===== src/design/btab_pkg.sv =====
// Shared types, constants and helpers for the block table adjacency bitmap unit.
package btab_pkg;

    localparam int CAPACITY   = 64;
    localparam int SLOT_W     = (CAPACITY > 1) ? $clog2(CAPACITY) : 1;
    localparam int CNT_W      = $clog2(CAPACITY + 1);
    localparam int ID_W       = 32;
    localparam int MODE_W     = 2;
    localparam int STATUS_W   = 2;
    localparam int SLOT_OUT_W = 6;

    typedef enum logic [MODE_W-1:0] {
        MD_INS_BLOCK = 2'd0,
        MD_INS_EDGE  = 2'd1,
        MD_LOOKUP    = 2'd2,
        MD_NEIGHBORS = 2'd3
    } t_mode;

    typedef enum logic [STATUS_W-1:0] {
        ST_OK        = 2'd0,
        ST_FULL      = 2'd1,
        ST_DUP       = 2'd2,
        ST_NOT_FOUND = 2'd3
    } t_status;

    typedef enum logic [1:0] {
        SL_NONE  = 2'd0,
        SL_HIT   = 2'd1,
        SL_COUNT = 2'd2,
        SL_SRC   = 2'd3
    } t_slot_sel;

    typedef enum logic [2:0] {
        S_IDLE    = 3'd0,
        S_SRCH_A  = 3'd1,
        S_SRCH_B  = 3'd2,
        S_EDGE_WR = 3'd3,
        S_ROW_RD  = 3'd4,
        S_ROW     = 3'd5,
        S_NB_SCAN = 3'd6,
        S_NB_EMIT = 3'd7
    } t_state;

    typedef struct packed {
        logic [MODE_W-1:0] mode;
        logic [ID_W-1:0]   block_id;
        logic [ID_W-1:0]   dest_block_id;
    } t_in_beat;

    typedef struct packed {
        logic [STATUS_W-1:0]   status;
        logic [SLOT_OUT_W-1:0] slot_index;
        logic [ID_W-1:0]       neighbor_id;
        logic                  neighbor_valid;
        logic                  last;
    } t_out_beat;

    typedef struct packed {
        logic      load_in;
        logic      srch_start;
        logic      srch_run;
        logic      key_dest;
        logic      save_src;
        logic      save_dst;
        logic      id_write;
        logic      row_rd;
        logic      row_wr;
        logic      row_load;
        logic      nb_step;
        logic      emit;
        t_status   status;
        t_slot_sel slot_sel;
        logic      nbr;
    } t_cmd;

    typedef struct packed {
        t_mode mode;
        logic  hit;
        logic  miss;
        logic  full;
        logic  out_free;
        logic  row_zero;
        logic  row_bit0;
        logic  nb_last;
    } t_sts;

    // One bit per slot, set for the slots below the fill count.
    function automatic logic [CAPACITY-1:0] below_mask(input logic [CNT_W-1:0] count);
        logic [CAPACITY-1:0] m;
        for (int k = 0; k < CAPACITY; k++) begin
            m[k] = (k < int'(count));
        end
        return m;
    endfunction

endpackage


===== src/design/btab_ctrl.sv =====
// Controller state machine that sequences searches, edge updates and neighbor listing.
module btab_ctrl (
    input  logic           i_clk,
    input  logic           i_rst_n,
    input  logic           i_in_accept,
    input  btab_pkg::t_sts i_sts,
    output logic           o_in_ready,
    output btab_pkg::t_cmd o_cmd
);

    btab_pkg::t_state r_state;
    btab_pkg::t_state n_state;

    always_ff @(posedge i_clk) begin
        if (!i_rst_n) begin
            r_state <= btab_pkg::S_IDLE;
        end else begin
            r_state <= n_state;
        end
    end

    always_comb begin
        n_state    = r_state;
        o_cmd      = '0;
        o_in_ready = 1'b0;
        case (r_state)
            btab_pkg::S_IDLE: begin
                o_in_ready = 1'b1;
                if (i_in_accept) begin
                    o_cmd.load_in    = 1'b1;
                    o_cmd.srch_start = 1'b1;
                    n_state          = btab_pkg::S_SRCH_A;
                end
            end
            btab_pkg::S_SRCH_A: begin
                if (i_sts.mode == btab_pkg::MD_INS_BLOCK && i_sts.full) begin
                    if (i_sts.out_free) begin
                        o_cmd.emit     = 1'b1;
                        o_cmd.status   = btab_pkg::ST_FULL;
                        o_cmd.slot_sel = btab_pkg::SL_NONE;
                        n_state        = btab_pkg::S_IDLE;
                    end
                end else if (i_sts.hit) begin
                    case (i_sts.mode)
                        btab_pkg::MD_INS_BLOCK: begin
                            if (i_sts.out_free) begin
                                o_cmd.emit     = 1'b1;
                                o_cmd.status   = btab_pkg::ST_DUP;
                                o_cmd.slot_sel = btab_pkg::SL_HIT;
                                n_state        = btab_pkg::S_IDLE;
                            end
                        end
                        btab_pkg::MD_INS_EDGE: begin
                            o_cmd.save_src   = 1'b1;
                            o_cmd.srch_start = 1'b1;
                            o_cmd.key_dest   = 1'b1;
                            n_state          = btab_pkg::S_SRCH_B;
                        end
                        btab_pkg::MD_LOOKUP: begin
                            if (i_sts.out_free) begin
                                o_cmd.emit     = 1'b1;
                                o_cmd.status   = btab_pkg::ST_OK;
                                o_cmd.slot_sel = btab_pkg::SL_HIT;
                                n_state        = btab_pkg::S_IDLE;
                            end
                        end
                        default: begin
                            o_cmd.save_src = 1'b1;
                            n_state        = btab_pkg::S_ROW_RD;
                        end
                    endcase
                end else if (i_sts.miss) begin
                    if (i_sts.out_free) begin
                        o_cmd.emit = 1'b1;
                        n_state    = btab_pkg::S_IDLE;
                        if (i_sts.mode == btab_pkg::MD_INS_BLOCK) begin
                            o_cmd.status   = btab_pkg::ST_OK;
                            o_cmd.slot_sel = btab_pkg::SL_COUNT;
                            o_cmd.id_write = 1'b1;
                        end else begin
                            o_cmd.status   = btab_pkg::ST_NOT_FOUND;
                            o_cmd.slot_sel = btab_pkg::SL_NONE;
                        end
                    end
                end else begin
                    o_cmd.srch_run = 1'b1;
                end
            end
            btab_pkg::S_SRCH_B: begin
                if (i_sts.hit) begin
                    o_cmd.save_dst = 1'b1;
                    o_cmd.row_rd   = 1'b1;
                    n_state        = btab_pkg::S_EDGE_WR;
                end else if (i_sts.miss) begin
                    if (i_sts.out_free) begin
                        o_cmd.emit     = 1'b1;
                        o_cmd.status   = btab_pkg::ST_NOT_FOUND;
                        o_cmd.slot_sel = btab_pkg::SL_NONE;
                        n_state        = btab_pkg::S_IDLE;
                    end
                end else begin
                    o_cmd.srch_run = 1'b1;
                end
            end
            btab_pkg::S_EDGE_WR: begin
                if (i_sts.out_free) begin
                    o_cmd.row_wr   = 1'b1;
                    o_cmd.emit     = 1'b1;
                    o_cmd.status   = btab_pkg::ST_OK;
                    o_cmd.slot_sel = btab_pkg::SL_SRC;
                    n_state        = btab_pkg::S_IDLE;
                end
            end
            btab_pkg::S_ROW_RD: begin
                o_cmd.row_rd = 1'b1;
                n_state      = btab_pkg::S_ROW;
            end
            btab_pkg::S_ROW: begin
                if (i_sts.row_zero) begin
                    if (i_sts.out_free) begin
                        o_cmd.emit     = 1'b1;
                        o_cmd.status   = btab_pkg::ST_OK;
                        o_cmd.slot_sel = btab_pkg::SL_SRC;
                        n_state        = btab_pkg::S_IDLE;
                    end
                end else begin
                    o_cmd.row_load = 1'b1;
                    n_state        = btab_pkg::S_NB_SCAN;
                end
            end
            btab_pkg::S_NB_SCAN: begin
                o_cmd.nb_step = 1'b1;
                if (i_sts.row_bit0) begin
                    n_state = btab_pkg::S_NB_EMIT;
                end
            end
            btab_pkg::S_NB_EMIT: begin
                if (i_sts.out_free) begin
                    o_cmd.emit     = 1'b1;
                    o_cmd.status   = btab_pkg::ST_OK;
                    o_cmd.slot_sel = btab_pkg::SL_SRC;
                    o_cmd.nbr      = 1'b1;
                    n_state        = i_sts.nb_last ? btab_pkg::S_IDLE : btab_pkg::S_NB_SCAN;
                end
            end
            default: begin
                n_state = btab_pkg::S_IDLE;
            end
        endcase
    end

endmodule


===== config.mk =====
export PLATFORM = sky130hd
export DESIGN_NAME = btab_ctrl
export DESIGN_NICKNAME = d
export VERILOG_FILES = /design/src/design/btab_pkg.sv /design/src/design/btab_ctrl.sv
export SDC_FILE = /design/constraint.sdc
export NUM_CORES = 1
export LEC_CHECK = 0
export BUFFER_PORTS_ARGS = -buffer_cell sky130_fd_sc_hd__clkbuf_2
export CAP_MARGIN = 20
export CELL_PAD_IN_SITES_DETAIL_PLACEMENT = 1
export CELL_PAD_IN_SITES_GLOBAL_PLACEMENT = 2
export CORE_MARGIN = 2
export CORE_UTILIZATION = 21
export DETAILED_ROUTE_END_ITERATION = 8
export PLACE_DENSITY = 0.82
export SYNTH_ARGS = -nofsm -noshare
export SYNTH_HDL_FRONTEND = slang
export SYNTH_SLANG_ARGS = --single-unit

===== constraint.sdc =====
create_clock -name i_clk -period 2.6 [get_ports i_clk]
set_input_delay 0 -clock i_clk [delete_from_list [all_inputs] [get_ports i_clk]]
set_output_delay 0 -clock i_clk [all_outputs]
set_load 0.02 [all_outputs]

== Word-level counts from Yosys, hierarchy flattened ==
Index checks and enable logic that the tools add are counted.

* Flip-flop bits (word level): 3
* Latch bits: 0
* Memory bits (writable): 0
* ROM bits: 0
* Input bits: 12
* Output and inout port bits: 18
* Logic and storage cells: 74
* Memories: 0

* Add/subtract/negate cells: 0
* Multipliers: 0
* Divide/modulo/power cells: 0
* Order comparisons: 0
* Equality and inequality tests: 12
* Shift operators: 0
* Mux-type cells: 56
* Bitwise logic cells: 0
* Reduce and logical (&&, ||, !) cells: 5

{| class="wikitable"
|+ Operators by type and width
! operator !! number
|-
| 2-to-1 mux 5 bit || 12
|-
| 2-to-1 mux 3 bit || 10
|-
| case mux 5 bit (5 select lines) || 1
|-
| case mux 3 bit (8 select lines) || 1
|-
| 2-to-1 mux 1 bit || 21
|-
| == test 3 bit (second input constant) || 4
|-
| case mux 5 bit (2 select lines) || 1
|-
| 2-to-1 mux 4 bit || 2
|-
| == test 3 x 2 -> 1 bit (second input constant) || 2
|-
| 2-to-1 mux 2 bit || 3
|-
| 2-to-1 mux 6 bit || 1
|-
| != test 2 bit (second input constant) || 3
|-
| case mux 1 bit (2 select lines) || 3
|-
| case mux 3 bit (2 select lines) || 1
|-
| == test 3 x 1 -> 1 bit (second input constant) || 1
|-
| logical NOT 3 bit || 1
|-
| AND reduction 3 bit || 1
|-
| == test 2 x 1 -> 1 bit (second input constant) || 1
|-
| == test 2 bit (second input constant) || 1
|-
| logical NOT 2 bit || 1
|-
| OR reduction 2 bit || 1
|-
| logical AND 1 bit || 1
|}

== Depth between registers and ports, before layout ==
* Word-level depth: 7
* Gate-level depth with buffers: 5
* Gate-level depth less buffers: 4

== Worst setup path after synthesis ==
No wires, ideal clock.

* Path type: register to output
* From: register r_state[0]
* To: output o_cmd[15] (netlist name)
* Data arrival time: 1.416 ns
* Data required time: 2.600 ns
* Path slack: 1.184 ns
* Cell stages (with the launch flop): 4
* Path buffers: 0
* Path through: dfxtp_1 nor3_1 and2_1 or2_2

{| class="wikitable"
|+ RTL lines
! item !! line !! text
|-
| start: declaration || btab_ctrl.sv:11 || <nowiki>btab_pkg::t_state r_state;</nowiki>
|-
| start signal: assignment || btab_ctrl.sv:16 || <nowiki>r_state <= btab_pkg::S_IDLE;</nowiki>
|-
| start signal: assignment || btab_ctrl.sv:18 || <nowiki>r_state <= n_state;</nowiki>
|-
| end: declaration || btab_ctrl.sv:8 || <nowiki>output btab_pkg::t_cmd o_cmd</nowiki>
|}

==> results by group <==
Outcome
  • Status: finished clean

CTS
  • Hold_buf cts: 0
  • Root Buffer: clkbuf_4
  • Total clock sinks: 3
  • Worst-Skew Late Latency: ~0.24 ns
  • H-tree Lvls: 1
  • Clock buffer depth: 2
  • Post-CTS Resized: 0
  • Clock transition at path regs: approximately 0.04 ns
  • CTS tree: done
  • Post-CTS setup buffers: 0
  • CTS buffer count: 3

Die
  • I/O Pins: 30
  • Initial Util: 0.221
  • Die ar.: ~2700 um2
  • Placement Rows: 17
  • Die H: 52.2 um
  • Die X-Extent: approximately 52 um
  • CORE AREA: between 2000 and 2500 um2

Power
  • Cell Pwr Density: ~350 nW/um2
  • Worst vdd ir: 0.181 mV
  • Static Leakage: a little under 0.3 nW

Final layout
  • Ant diodes: 0
  • Area Growth Syn to Fin: 37.4%
  • Largest register FFs: 3
  • Top reg by flops: r_state
  • Biggest regs: r_state (3)
  • Post-route cell area: between 600 and 700 um2
  • Share of cells above drive strength 1: 0.369
  • Nets: around 120

Synthesis
  • Syn avg cell area: 6.51 um2
  • Seq cells post-synth: 3
  • Syn_nets: a little under 90
  • Async S/R FF share, synth: 0
  • Synth Flop Type: dfxtp_1
  • Post-synthesis sequential area ratio: 0.123
  • Distinct cells, synth: 32
  • Cell area after synthesis: 488 um2
  • Post-synth top cells: 10 x nand3_1, 8 x nor2_1, 5 x nand2_1
  • Leading area contributor after synthesis: dfxtp_1
  • Most common cell in the synthesized netlist: nand3_1
  • Post-Synthesis Cells: 75
  • Synth top area cells: dfxtp_1 12%, nand3_1 10%, a21boi_0 6.2%
  • EDFF count, synth: 0
  • Area share of the largest cell type after synthesis: 0.123
  • Synth warn: 0

GRT
  • Largest net degree at the start of global routing: 16
  • Number of global-route vias before repair: around 600
  • Initial antenna violation count: 0
  • First-pass GRT wire length: roughly 2800 um
  • Overflow left after global routing: 0
  • GRT Total Usage: 0.140

Worst setup path
  • Reg2reg path depth: 4
  • Setup crit start kind: flop
  • Element type at the critical path end: output pin
  • Worst path required time: 2.60 ns
  • Setup CP Type: reg2out
  • Worst Path Arrival: 1.81 ns
  • Worst Path Max Fanout: 13

Placement
  • DP Area: between 600 and 700 um2
  • Port Buffers: 29
  • Hpwl dp: ~1300 um
  • Final GP Congestion: slightly above 0.7

Routing
  • Drt total wl: between 1500 and 2000 um
  • Vias: between 600 and 700
  • DRC viols: 0
  • Vias/cell: about 5
  • DRT antenna net count: 0
  • DRT Pass-1 Iters: 4
  • WL/cell: around 13 um
  • Starting DRT DRC Count: 8

STA
  • Final setup fails: 0
  • Slew at the pin closest to its max-slew limit: 0.477 ns
  • RSZ-0062 raised after global routing: false
  • Slew margin rel.: 0.682
  • Final setup TNS: 0 ns
  • Clock Skews: between 0.004 and 0.005 ns
  • Period minus WS final: between 1.5 and 2 ns
  • F_max: between 0.5 and 0.6 GHz
  • Final Cycle Share: 0.697
  • Max Slew Vio Count: 0
  • Final hold viol count: 0

Flow run
  • MaxCap Viol Count: 0

Hold path
  • Worst hold stages: 2
  • Min-Delay Path Class: in2reg
## power breakdown
group / total (W) / internal (W) / switching (W)
Clock: 0.0000839 / 0.0000577 / 0.0000262
Combinational: 0.0000929 / 0.0000353 / 0.0000576
Sequential: 0.0000595 / 0.0000491 / 0.0000104
## worst max-delay path: stages, from the launching register on
cell	delay, ns
dfxtp_1	0.60
nand2b_4	0.14
a211oi_2	0.32
and4_1	0.25
a31o_1	0.10
clkbuf_2	0.16
## cells by family (layout without fill, tap and decap cells)
group,Yosys count,count (layout),synth area share
compound gates,19,19,0.272
simple gates,45,45,0.521
mux,1,1,0.0205
buf+inv,7,35,0.0641
flops,3,3,0.123
## through the flow
stage	setup WS (ns)	util	cells	hold slack (ns)	total power, W
after floorplan	1.18	-	75	0.0609	0.000120
after global routing	0.631	0.303	131	0.0680	0.000256
final	0.787	0.303	131	0.0584	0.000236
after CTS	0.772	0.303	131	0.0483	0.000244
after global placement	1.08	0.291	127	0.307	0.000152
after detailed placement	1.05	0.291	127	0.306	0.000154
## cells in the final DEF (no fill, tap or decap)
master and n:
nand4_1 1, nor2_2 1, or2_2 1, nor3b_1 3, nand2b_1 3, clkbuf_4 3, o21a_1 1, a21o_1 1
o22ai_1 1, and3_1 1, o211ai_1 1, mux2i_1 1, a31o_1 1, nor2_1 8, o2111ai_1 1, clkbuf_2 29
dfxtp_1 3, nand2_1 5, and2_1 1, nand2b_2 1, nand3_1 10, a21boi_0 4, clkbuf_1 1, nor3_1 4
nor2b_1 3, o21ai_0 4, a32oi_1 1, and4_1 1, a21oi_1 3, nor4_2 1, a211oi_2 1, nand2b_4 1
inv_1 2
## path summary, 6_finish.rpt
path	startpoint	endpoint	slack [ns]
worst min-delay path	i_rst_n	r_state[2]	0.06
worst max register to register	r_state[2]	r_state[1]	1.18
worst min register to register	r_state[1]	r_state[0]	0.71
worst max-delay path	r_state[0]	o_cmd[2]	0.79
## area by class of cell
class                      count  area, um2
fill                         305       1540
timing repair buffer          29        145
multi-input combinational     65        397
clock buffer                   4       26.3
inverter                       2       7.51
tap                           28       35.0
sequential                     3       60.1
## routing by layer
| metal | global-route usage | vias up | wire length (um) |
|---|---|---|---|
| met5 | 0 | - | 0 |
| met4 | 0.0897 | 0 | 26 |
| met3 | 0.00857 | 2 | 52 |
| met2 | 0.217 | 17 | 831 |
| met1 | 0.187 | 305 | 806 |
| li1 | - | 328 | - |
Note: power is estimated with default switching activity, not from simulation.
